`config.mk`:
```
export PLATFORM = sky130hd
export DESIGN_NAME = service_queue_with_time_lookup_flat
export DESIGN_NICKNAME = d
export VERILOG_FILES = /design/src/design/sqtl_pkg.sv /design/src/design/sqtl_if.sv /design/src/design/service_queue_with_time_lookup.sv /design/src/design/sqtl_ram.sv /design/src/design/sqtl_front.sv /design/src/design/sqtl_back.sv /design/src/flat_wrapper.sv
export SDC_FILE = /design/constraint.sdc
export NUM_CORES = 1
export LEC_CHECK = 0
export BUFFER_PORTS_ARGS = -buffer_cell sky130_fd_sc_hd__buf_2
export CAP_MARGIN = 40
export CORE_UTILIZATION = 39
export DETAILED_ROUTE_END_ITERATION = 7
export SLEW_MARGIN = 20
export SYNTH_ARGS = -nofsm -noshare
export SYNTH_HDL_FRONTEND = slang
export SYNTH_HIERARCHICAL = 1
export SYNTH_SLANG_ARGS = --single-unit
```
`constraint.sdc`:
```
create_clock -name clk -period 4.6 [get_ports clk]
set_clock_uncertainty 0.15 [all_clocks]
set_input_delay 0.69 -clock clk [delete_from_list [all_inputs] [get_ports clk]]
set_output_delay 0.69 -clock clk [all_outputs]
set_load 0.005 [all_outputs]
```
`src/design/sqtl_pkg.sv`:
```
package sqtl_pkg;

  localparam int unsigned OP_W    = 2;
  localparam int unsigned ID_W    = 16;
  localparam int unsigned TIME_W  = 16;
  localparam int unsigned QUERY_W = 32;
  localparam int unsigned STAT_W  = 2;
  localparam int unsigned OCC_W   = 5;

  localparam logic [OP_W-1:0] OP_ENQUEUE = 2'd0;
  localparam logic [OP_W-1:0] OP_DEQUEUE = 2'd1;
  localparam logic [OP_W-1:0] OP_PEEK    = 2'd2;
  localparam logic [OP_W-1:0] OP_FIND    = 2'd3;

  localparam logic [STAT_W-1:0] ST_OK        = 2'd0;
  localparam logic [STAT_W-1:0] ST_EMPTY     = 2'd1;
  localparam logic [STAT_W-1:0] ST_FULL      = 2'd2;
  localparam logic [STAT_W-1:0] ST_NOT_FOUND = 2'd3;

  typedef struct packed {
    logic [OP_W-1:0]    op;
    logic [ID_W-1:0]    entry_id;
    logic [TIME_W-1:0]  service_time;
    logic [QUERY_W-1:0] query_time;
    logic               query_zero;
  } cmd_t;

endpackage

```
`src/design/sqtl_if.sv`:
```
interface sqtl_in_if;
  import sqtl_pkg::*;
  logic               valid;
  logic               ready;
  logic [OP_W-1:0]    op;
  logic [ID_W-1:0]    entry_id;
  logic [TIME_W-1:0]  service_time;
  logic [QUERY_W-1:0] query_time;

  modport source (output valid, op, entry_id, service_time, query_time, input ready);
  modport sink   (input valid, op, entry_id, service_time, query_time, output ready);
endinterface

interface sqtl_out_if;
  import sqtl_pkg::*;
  logic              valid;
  logic              ready;
  logic [STAT_W-1:0] status;
  logic [ID_W-1:0]   result_id;
  logic [TIME_W-1:0] result_time;
  logic [OCC_W-1:0]  occupancy;

  modport source (output valid, status, result_id, result_time, occupancy, input ready);
  modport sink   (input valid, status, result_id, result_time, occupancy, output ready);
endinterface

```
`src/design/service_queue_with_time_lookup.sv`:
```
// Enqueue, dequeue, a peek on an empty queue and an immediate find miss (zero query or
// empty queue) are answered from the idle state; a peek reads the front entry in S_PEEK,
// and a find walks the stored entries in S_FIND until a hit or the last entry.
// The back end runs one operation at a time: it takes no new command while one is in progress.
// Reset (rst, synchronous) empties the queue and the command buffer; stored entries
// are not cleared and are only read once written.
module service_queue_with_time_lookup
  import sqtl_pkg::*;
#(
  parameter int unsigned QUEUE_DEPTH = 16
) (
  input  logic       clk,
  input  logic       rst,
  sqtl_in_if.sink    req,
  sqtl_out_if.source rsp
);

  cmd_t cmd;
  logic cmd_valid;
  logic cmd_ready;

  sqtl_front u_front (
    .clk       (clk),
    .rst       (rst),
    .req       (req),
    .cmd       (cmd),
    .cmd_valid (cmd_valid),
    .cmd_ready (cmd_ready)
  );

  sqtl_back #(
    .QUEUE_DEPTH (QUEUE_DEPTH)
  ) u_back (
    .clk       (clk),
    .rst       (rst),
    .cmd       (cmd),
    .cmd_valid (cmd_valid),
    .cmd_ready (cmd_ready),
    .rsp       (rsp)
  );

endmodule

```
`src/design/sqtl_ram.sv`:
```
module sqtl_ram #(
  parameter int unsigned WIDTH = 32,
  parameter int unsigned DEPTH = 16
) (
  input  logic                     clk,
  input  logic                     we,
  input  logic [$clog2(DEPTH)-1:0] waddr,
  input  logic [WIDTH-1:0]         wdata,
  input  logic [$clog2(DEPTH)-1:0] raddr,
  output logic [WIDTH-1:0]         rdata
);

  logic [WIDTH-1:0] mem [DEPTH];

  always_ff @(posedge clk) begin
    if (we) begin
      mem[waddr] <= wdata;
    end
    rdata <= mem[raddr];
  end

endmodule

```
`src/design/sqtl_front.sv`:
```
module sqtl_front
  import sqtl_pkg::*;
(
  input  logic       clk,
  input  logic       rst,
  sqtl_in_if.sink    req,
  output cmd_t       cmd,
  output logic       cmd_valid,
  input  logic       cmd_ready
);

  cmd_t       slot [2];
  logic       head;
  logic       tail;
  logic [1:0] fill;
  logic       push;
  logic       pop;
  cmd_t       incoming;

  always_comb begin
    incoming.op           = req.op;
    incoming.entry_id     = req.entry_id;
    incoming.service_time = req.service_time;
    incoming.query_time   = req.query_time;
    incoming.query_zero   = (req.query_time == '0);
  end

  assign req.ready = (fill != 2'd2);
  assign push      = req.valid && req.ready;
  assign cmd_valid = (fill != 2'd0);
  assign pop       = cmd_valid && cmd_ready;
  assign cmd       = slot[head];

  always_ff @(posedge clk) begin
    if (push) begin
      slot[tail] <= incoming;
    end
    if (rst) begin
      head <= 1'b0;
      tail <= 1'b0;
      fill <= 2'd0;
    end else begin
      if (push) begin
        tail <= ~tail;
      end
      if (pop) begin
        head <= ~head;
      end
      if (push && !pop) begin
        fill <= fill + 2'd1;
      end else if (pop && !push) begin
        fill <= fill - 2'd1;
      end
    end
  end

  assert property (@(posedge clk) disable iff (rst)
    (fill == 2'd2) |-> (head == tail))
    else $error("front queue full with head and tail apart");
  assert property (@(posedge clk) disable iff (rst)
    (fill == 2'd0) |-> (head == tail))
    else $error("front queue empty with head and tail apart");
  assert property (@(posedge clk) disable iff (rst)
    (cmd_valid && !cmd_ready) |=> cmd_valid)
    else $error("stalled command lost from front queue");

endmodule

```
`src/design/sqtl_back.sv`:
```
module sqtl_back
  import sqtl_pkg::*;
#(
  parameter int unsigned QUEUE_DEPTH = 16
) (
  input  logic       clk,
  input  logic       rst,
  input  cmd_t       cmd,
  input  logic       cmd_valid,
  output logic       cmd_ready,
  sqtl_out_if.source rsp
);

  localparam int unsigned PTR_W = $clog2(QUEUE_DEPTH);
  localparam int unsigned CNT_W = $clog2(QUEUE_DEPTH + 1);
  localparam int unsigned MEM_W = ID_W + TIME_W;

  localparam logic [1:0] S_IDLE = 2'd0;
  localparam logic [1:0] S_PEEK = 2'd1;
  localparam logic [1:0] S_FIND = 2'd2;

  logic [1:0]         state;
  logic [PTR_W-1:0]   front_ptr;
  logic [PTR_W-1:0]   rear_ptr;
  logic [PTR_W-1:0]   walk_ptr;
  logic [CNT_W-1:0]   count;
  logic [CNT_W-1:0]   left;
  logic [QUERY_W-1:0] remaining;

  logic               out_valid;
  logic [STAT_W-1:0]  out_status;
  logic [ID_W-1:0]    out_id;
  logic [TIME_W-1:0]  out_time;
  logic [OCC_W-1:0]   out_occ;

  logic               out_free;
  logic               start;
  logic               done;
  logic               full;
  logic               empty;
  logic               mem_we;
  logic [PTR_W-1:0]   rd_addr;
  logic [MEM_W-1:0]   rd_data;
  logic [ID_W-1:0]    rd_id;
  logic [TIME_W-1:0]  rd_time;
  logic [CNT_W-1:0]   count_inc;
  logic [CNT_W-1:0]   count_dec;
  logic [CNT_W+OCC_W-1:0] occ_now_x;
  logic [CNT_W+OCC_W-1:0] occ_inc_x;
  logic [CNT_W+OCC_W-1:0] occ_dec_x;
  logic               hit;

  function automatic logic [PTR_W-1:0] wrap_inc(input logic [PTR_W-1:0] p);
    wrap_inc = (p == PTR_W'(QUEUE_DEPTH - 1)) ? '0 : p + PTR_W'(1);
  endfunction

  assign out_free  = !out_valid || rsp.ready;
  assign start     = (state == S_IDLE) && cmd_valid && out_free;
  assign cmd_ready = start;
  assign full      = (count == CNT_W'(QUEUE_DEPTH));
  assign empty     = (count == '0);
  assign mem_we    = start && (cmd.op == OP_ENQUEUE) && !full;
  assign rd_addr   = (state == S_FIND) ? walk_ptr : front_ptr;
  assign rd_id     = rd_data[MEM_W-1:TIME_W];
  assign rd_time   = rd_data[TIME_W-1:0];
  assign count_inc = count + CNT_W'(1);
  assign count_dec = count - CNT_W'(1);
  assign occ_now_x = {OCC_W'(0), count};
  assign occ_inc_x = {OCC_W'(0), count_inc};
  assign occ_dec_x = {OCC_W'(0), count_dec};
  assign hit       = ({{(QUERY_W-TIME_W){1'b0}}, rd_time} >= remaining);

  always_comb begin
    done = 1'b0;
    case (state)
      S_IDLE: begin
        if (start) begin
          case (cmd.op)
            OP_PEEK: done = empty;
            OP_FIND: done = empty || cmd.query_zero;
            default: done = 1'b1;
          endcase
        end
      end
      S_PEEK: done = 1'b1;
      S_FIND: done = hit || (left == CNT_W'(1));
      default: done = 1'b0;
    endcase
  end

  sqtl_ram #(
    .WIDTH (MEM_W),
    .DEPTH (QUEUE_DEPTH)
  ) u_store (
    .clk   (clk),
    .we    (mem_we),
    .waddr (rear_ptr),
    .wdata ({cmd.entry_id, cmd.service_time}),
    .raddr (rd_addr),
    .rdata (rd_data)
  );

  assign rsp.valid       = out_valid;
  assign rsp.status      = out_status;
  assign rsp.result_id   = out_id;
  assign rsp.result_time = out_time;
  assign rsp.occupancy   = out_occ;

  always_ff @(posedge clk) begin
    if (rst) begin
      state     <= S_IDLE;
      front_ptr <= '0;
      rear_ptr  <= '0;
      count     <= '0;
      out_valid <= 1'b0;
    end else begin
      out_valid <= done || (out_valid && !rsp.ready);
      case (state)
        S_IDLE: begin
          if (start) begin
            out_id   <= '0;
            out_time <= '0;
            case (cmd.op)
              OP_ENQUEUE: begin
                if (full) begin
                  out_status <= ST_FULL;
                  out_occ    <= occ_now_x[OCC_W-1:0];
                end else begin
                  out_status <= ST_OK;
                  out_occ    <= occ_inc_x[OCC_W-1:0];
                  rear_ptr   <= wrap_inc(rear_ptr);
                  count      <= count_inc;
                end
              end
              OP_DEQUEUE: begin
                if (empty) begin
                  out_status <= ST_EMPTY;
                  out_occ    <= occ_now_x[OCC_W-1:0];
                end else begin
                  out_status <= ST_OK;
                  out_occ    <= occ_dec_x[OCC_W-1:0];
                  front_ptr  <= wrap_inc(front_ptr);
                  count      <= count_dec;
                end
              end
              OP_PEEK: begin
                out_occ <= occ_now_x[OCC_W-1:0];
                if (empty) begin
                  out_status <= ST_EMPTY;
                end else begin
                  state <= S_PEEK;
                end
              end
              default: begin
                out_occ <= occ_now_x[OCC_W-1:0];
                if (empty || cmd.query_zero) begin
                  out_status <= ST_NOT_FOUND;
                end else begin
                  walk_ptr  <= wrap_inc(front_ptr);
                  remaining <= cmd.query_time;
                  left      <= count;
                  state     <= S_FIND;
                end
              end
            endcase
          end
        end
        S_PEEK: begin
          out_status <= ST_OK;
          out_id     <= rd_id;
          out_time   <= rd_time;
          state      <= S_IDLE;
        end
        S_FIND: begin
          walk_ptr <= wrap_inc(walk_ptr);
          if (hit) begin
            out_status <= ST_OK;
            out_id     <= rd_id;
            state      <= S_IDLE;
          end else begin
            remaining <= remaining - {{(QUERY_W-TIME_W){1'b0}}, rd_time};
            left      <= left - CNT_W'(1);
            if (left == CNT_W'(1)) begin
              out_status <= ST_NOT_FOUND;
              state      <= S_IDLE;
            end
          end
        end
        default: begin
          state <= S_IDLE;
        end
      endcase
    end
  end

  assert property (@(posedge clk) disable iff (rst)
    count <= CNT_W'(QUEUE_DEPTH))
    else $error("entry count above queue depth");
  assert property (@(posedge clk) disable iff (rst)
    (state == S_FIND) |-> (!out_valid && left != '0 && remaining != '0))
    else $error("find walk running with a pending result or nothing left");
  assert property (@(posedge clk) disable iff (rst)
    (state == S_PEEK) |-> (!out_valid && !empty))
    else $error("peek in progress with a pending result or an empty queue");
  assert property (@(posedge clk) disable iff (rst)
    mem_we |=> (count == $past(count) + CNT_W'(1)))
    else $error("enqueue write without count advance");
  assert property (@(posedge clk) disable iff (rst)
    (state != S_IDLE) |-> !cmd_ready)
    else $error("command taken while an operation is in progress");

endmodule

```
`src/flat_wrapper.sv`:
```
// flat-port wrapper written by rule: the top's interface ports become plain ports
module service_queue_with_time_lookup_flat import sqtl_pkg::*;
#(
  parameter int unsigned QUEUE_DEPTH = 16
)
  (clk, rst, req_valid, req_op, req_entry_id, req_service_time, req_query_time, req_ready, rsp_valid, rsp_status, rsp_result_id, rsp_result_time, rsp_occupancy, rsp_ready);
  sqtl_in_if req_i ();
  sqtl_out_if rsp_i ();
  input  logic clk;
  input  logic rst;
  input wire logic [$bits(req_i.valid)-1:0] req_valid;
  input wire logic [$bits(req_i.op)-1:0] req_op;
  input wire logic [$bits(req_i.entry_id)-1:0] req_entry_id;
  input wire logic [$bits(req_i.service_time)-1:0] req_service_time;
  input wire logic [$bits(req_i.query_time)-1:0] req_query_time;
  output wire logic [$bits(req_i.ready)-1:0] req_ready;
  output wire logic [$bits(rsp_i.valid)-1:0] rsp_valid;
  output wire logic [$bits(rsp_i.status)-1:0] rsp_status;
  output wire logic [$bits(rsp_i.result_id)-1:0] rsp_result_id;
  output wire logic [$bits(rsp_i.result_time)-1:0] rsp_result_time;
  output wire logic [$bits(rsp_i.occupancy)-1:0] rsp_occupancy;
  input wire logic [$bits(rsp_i.ready)-1:0] rsp_ready;
  assign req_i.valid = req_valid;
  assign req_i.op = req_op;
  assign req_i.entry_id = req_entry_id;
  assign req_i.service_time = req_service_time;
  assign req_i.query_time = req_query_time;
  assign req_ready = req_i.ready;
  assign rsp_valid = rsp_i.valid;
  assign rsp_status = rsp_i.status;
  assign rsp_result_id = rsp_i.result_id;
  assign rsp_result_time = rsp_i.result_time;
  assign rsp_occupancy = rsp_i.occupancy;
  assign rsp_i.ready = rsp_ready;
  service_queue_with_time_lookup #(.QUEUE_DEPTH(QUEUE_DEPTH)) u_core (.clk(clk), .rst(rst), .req(req_i), .rsp(rsp_i));
endmodule
```
## Yosys cells after proc, flatten, opt, wreduce, memory -nomap -nowiden

Memory sizes are Yosys's and may differ from the RTL's. A register that Yosys moved wholly into a read port is not among the register bits.
Index checks and enable logic that the tools add are counted.

| word-level totals | value |
|---|---|
| output and inout bits | 41 |
| memory bits (writable) | 646 |
| memories kept | 2 |
| word-level logic and storage cells | 145 |
| flip-flop bits (word level) | 100 |

| cells by class | value |
|---|---|
| $add $sub $neg | 9 |
| $lt $le $gt $ge | 1 |
| equal/unequal tests | 22 |
| multiplexer cells | 52 |
| reduce and logical (&&, ||, !) cells | 39 |
| bitwise logic cells | 5 |

Memory list:

| name | words | bits a word | read ports | clocked after memory_dff | wr ports | line | RTL |
|---|---|---|---|---|---|---|---|
| u_core.u_back.u_store.mem | 16 | 32 | 1 | 1 | 1 | sqtl_ram.sv:13 | `logic [WIDTH-1:0] mem [DEPTH];` |
| u_core.u_front.slot | 2 | 67 | 1 | 1 | 1 | sqtl_front.sv:12 | `cmd_t slot [2];` |

Operators by type and width:

| cell | count |
|---|---|
| 32-bit two-way mux | 4 |
| 32-bit case mux with 2 select lines | 1 |
| 16-bit case mux with 3 select lines | 1 |
| 16-bit by 32-bit >= comparator with 1-bit output | 1 |
| 32-bit logical NOT | 1 |
| 16-bit two-way mux | 2 |
| 16-bit case mux with 2 select lines | 1 |
| 32-bit by 16-bit subtractor with 32-bit output | 1 |
| 5-bit two-way mux | 6 |
| 4-bit two-way mux | 7 |
| 2-bit two-way mux | 13 |
| 5-bit case mux with 2 select lines | 2 |
| 2-bit inequality test, second input constant | 7 |
| 4-bit by 1-bit adder with 4-bit output, second input constant | 3 |
| 4-bit equality test, second input constant | 3 |
| 2-bit case mux with 3 select lines | 2 |
| 4-bit AND reduction | 3 |
| 6-bit AND reduction | 2 |
| 5-bit AND reduction | 2 |
| 5-bit by 1-bit subtractor with 5-bit output, second input constant | 2 |
| 1-bit logical AND | 9 |
| 1-bit two-way mux | 8 |
| 2-bit case mux with 2 select lines | 2 |
| 4-bit case mux with 2 select lines | 1 |
| other kinds (23) | 44 |

## Longest topological paths before layout

| logic depth | value |
|---|---|
| word-level depth | 7 |
| gate-level depth with buffers | 11 |
| depth with buffers taken out | 9 |

## By module

Netlist, hierarchy kept.

Modules (own cells, without submodules):

| module | instances | area an instance (sq um) | cells an instance | sequential area each (sq um) |
|---|---|---|---|---|
| sqtl_ram | 1 | 19835.3 | 838 | 16015.4 |
| sqtl_back | 1 | 5790.6 | 581 | 2722.6 |
| sqtl_front | 1 | 5123.7 | 243 | 4124.0 |

## Worst setup path before layout

Ideal clock, no wire load.

| path | value |
|---|---|
| path kind | register to register |
| start point | register (tool-made name) |
| end point | memory u_core.u_back.u_store.mem[0][0] (enable) |
| arrival | 4493 ps |
| path slack | -504 ps |
| cell stages (with the launch flop) | 10 |
| data required time | 3989 ps |
| path through | dfxtp_1 > buf_4 > mux2_2 > inv_1 > ha_1 > a21boi_2 > nand2_1 > inv_1 > or3b_2 > nor3_1 |

RTL lines:

| element | line |
|---|---|
| end: declaration | sqtl_ram.sv:13 |

==> reports/qor.txt <==
Total GRT Usage: 0.169
Routed wire per std cell: 22.4 microns
final setup vio count: 0
Critical Path End Type: register
ratio of cells with drive above 1 in the final layout: 0.275
endpoints failing hold: 0
vias in the first global route: 16600
critical path's largest stage delay: 0.59 ns
r2r setup slk: 1.15 ns
Starting Density: 0.396
# hold bufs at CTS: 0
YS warnings: 6
dominant synthesized flop cell: edfxtp_1
Crit path arrival time: 3.62 ns
leakage power: 11.5 nW
DR pass1 iterations: 5
I/O Buffers: 110
CTS max path bufs: 3
CP max-delay cell: or3b_2
post-route ant nets: 0
Critical Path Fanout Max: 17
Rel. slew slack: 0.500
H-tree levels: 3
R2R depth: 9
sequential element share of the synthesized area: 0.743
Mean Syn Cell Area: 18.5 sq um
pin slew with the least headroom to its limit: 0.747 ns
DR DRC count: 0
top-area cell type share of the netlist area: 0.709
Setup crit end: u_core/u_back/u_store/mem[2][15]$_DFFE_PP_
Post-Syn Instances: 1662
die area: 80000 sq um
largest area contributor in the netlist: edfxtp_1
layout overhead on the synthesized area: 15.6%
r2r endpoint: u_core/u_back/u_store/mem[2][15]$_DFFE_PP_
top-count cell post-synth: edfxtp_1
clock latency on the worst-skew pair: 0.63 ns
routed via count: 15800
# Max-Cap Violations: 0
first-pass GRT wire length: 101000 microns
Post-DP HPWL: 40600 microns
most instantiated cells after synthesis: edfxtp_1 (726), mux4_2 (128), mux2_2 (79)
initial antenna violation count: 4
# fillers: 6568
PD cells: 563 nW/um^2
min cycle time layout: 3.45 ns
Achievable Freq: 0.290 GHz
CTS root buf: clkbuf_16
Yosys reg bits: 779
Startpoint Class: register
Post-CTS Resized: 0
DRC marker count from the first detailed-route iteration: 1393
cell mode on critical path: inv_1
post-synth cell types: 68
clock buffer count from CTS: 80
fin cells: 2942
type of the most critical hold path: in -> reg
Slew Viols, Final: 0
nets@finish: 1938
DR vias/cell: 5.36
core area: 77700 sq um
Post-CTS Setup Bufs: 0
WP data required: 4.78 ns
DIE WIDTH: 283 microns
Placed Instances: 2793
Placer Congestion: 0.816
placed cell area: 33000 sq um
synth top area cells: edfxtp_1 (71%), mux4_2 (9.4%), dfxtp_1 (3.5%)
Clock Sinks: 779
Die H: 283 microns
total grt overflow: 0
TNS Setup: 0 ns
Total Wirelength: 65800 microns
row cnt: 102
crit share post-route: 0.749
# IOs: 111
CP Cell Sequence: mux2_2, inv_1, ha_1, a21boi_2, nand2_1, inv_1, or3b_2, nor2_4, buf_12
largest net degree at the start of global routing: 65
status: complete, no violations
CP Class: reg -> reg
CTS clock-pin slew for the worst setup and hold paths: 0.06 ns
Post-synth EDFFs: 726
Finished Cell Area: 35500 sq um
ys async rst share: 0
TritonCTS clock tree: yes
syn_nets: 1765
Syn Std Cell Area: 30700 sq um
RSZ-0062 raised after global routing: no
maximum vdd drop: 319 uV
==> state kept, by name, summed over array words and instances (netlist names), 5 cells and up, named ones only <==
register                       flops
u_core/u_back/u_store/rdata       32
u_core/u_back/left                 5
u_core/u_front/slot              134
u_core/u_back/rsp.result_id       16
u_core/u_back/remaining           32
u_core/u_back/count                5
u_core/u_back/u_store/mem        512
u_core/u_back/rsp.result_time     16
u_core/u_back/rsp.occupancy        5
==> area by class of cell <==
cell class | count | area (sq um) | share of cell area
Clock inverter | 36 | 328 | 0.00922
Timing Repair Buffer | 160 | 1100 | 0.0309
Tap cell | 1040 | 1300 | 0.0366
Sequential cell | 779 | 22900 | 0.643
Multi-Input combinational cell | 776 | 7560 | 0.213
Antenna cell | 2 | 5.00 | 0.000141
Clock buffer | 111 | 2230 | 0.0628
Inverter | 38 | 144 | 0.00405
==> worst min path at each step <==
stage	startpoint	endpoint	slack [ns]	cells past startpoint
after floorplan	u_core/u_front/fill[1]$_SDFFE_PP0P_	u_core/u_front/fill[1]$_SDFFE_PP0P_	0.32	2
after global placement	u_core/u_front/fill[1]$_SDFFE_PP0P_	u_core/u_front/fill[1]$_SDFFE_PP0P_	0.34	2
after detailed placement	u_core/u_back/u_store/rdata[29]$_DFF_P_	u_core/u_back/rsp.result_id[13]$_SDFFCE_PN0P_	0.35	1
after CTS	req_service_time[9]	u_core/u_front/slot[1][42]$_DFFE_PP_	0.05	1
after global routing	req_entry_id[14]	u_core/u_front/slot[1][63]$_DFFE_PP_	0.06	1
final	req_service_time[9]	u_core/u_front/slot[1][42]$_DFFE_PP_	0.1	1
==> layer usage <==
layer	wire, microns	up-vias	track usage	part of all wire
met2	32100	406	0.278	0.49
met5	27	-	0	0.00041
met1	29000	8247	0.233	0.44
met4	1330	4	0.0434	0.020
met3	3310	92	0.0296	0.050
li1	-	7026	-	-
==> report_power, final <==
group / switching [mW] / total, mW / leakage, nW / internal, mW
clock: 2.64 / 6.28 / 1.25 / 3.63
combinational: 2.81 / 4.65 / 3.18 / 1.84
sequential: 0.231 / 9.10 / 7.04 / 8.86
==> metrics by stage <==
| stage | total power [mW] | worst slack [ns] | hold slack [ns] | util |
|---|---|---|---|---|
| final | 20.0 | 1.15 | 0.0951 | 0.457 |
| after floorplan | 12.4 | 0.367 | 0.321 | - |
| after detailed placement | 13.9 | 1.06 | 0.354 | 0.424 |
| after global routing | 21.0 | 0.945 | 0.0613 | 0.457 |
| after CTS | 20.3 | 1.11 | 0.0533 | 0.457 |
| after global placement | 13.8 | 1.16 | 0.340 | 0.423 |
==> critical path: cells and delay by family (launching register included) <==
kind	cells	cell delay, ns
AOI/OAI and AO/OA	1	0.23
adders and majority gates	1	0.29
buffers and inverters	3	0.52
DFF	1	0.36
muxes	1	0.36
and+or+nand+nor	3	1.26
==> logic make-up (layout without fill, tap and decap cells) <==
group | count (synthesis) | count (layout) | share of synthesized area
muxes | 207 | 207 | 0.123
buffers and inverters | 107 | 345 | 0.0165
other | 0 | 2 | 0
and+or+nand+nor | 295 | 295 | 0.0487
adders and majority gates | 33 | 33 | 0.0137
AOI/OAI and AO/OA | 215 | 215 | 0.0476
DFF | 779 | 779 | 0.743
xor gates and xnor gates | 26 | 26 | 0.00741
==> cell usage in the layout, fill, tap and decap left out, drive strengths merged, types with 10 or more instances in the layout <==
cell type    n
xor2        15
xnor2       11
o21ai       30
a22oi       64
edfxtp     726
nand2b      11
clkbuf     111
mux4       128
nand3       15
a31oi       14
dfxtp       53
mux2        79
inv         38
o31ai       10
or3         11
buf        160
nor3        22
nor2        75
ha          32
a21oi       49
and2        36
clkinv      30
a211oi      10
nand2       75
No activity file was read; power rests on OpenSTA's default activity.
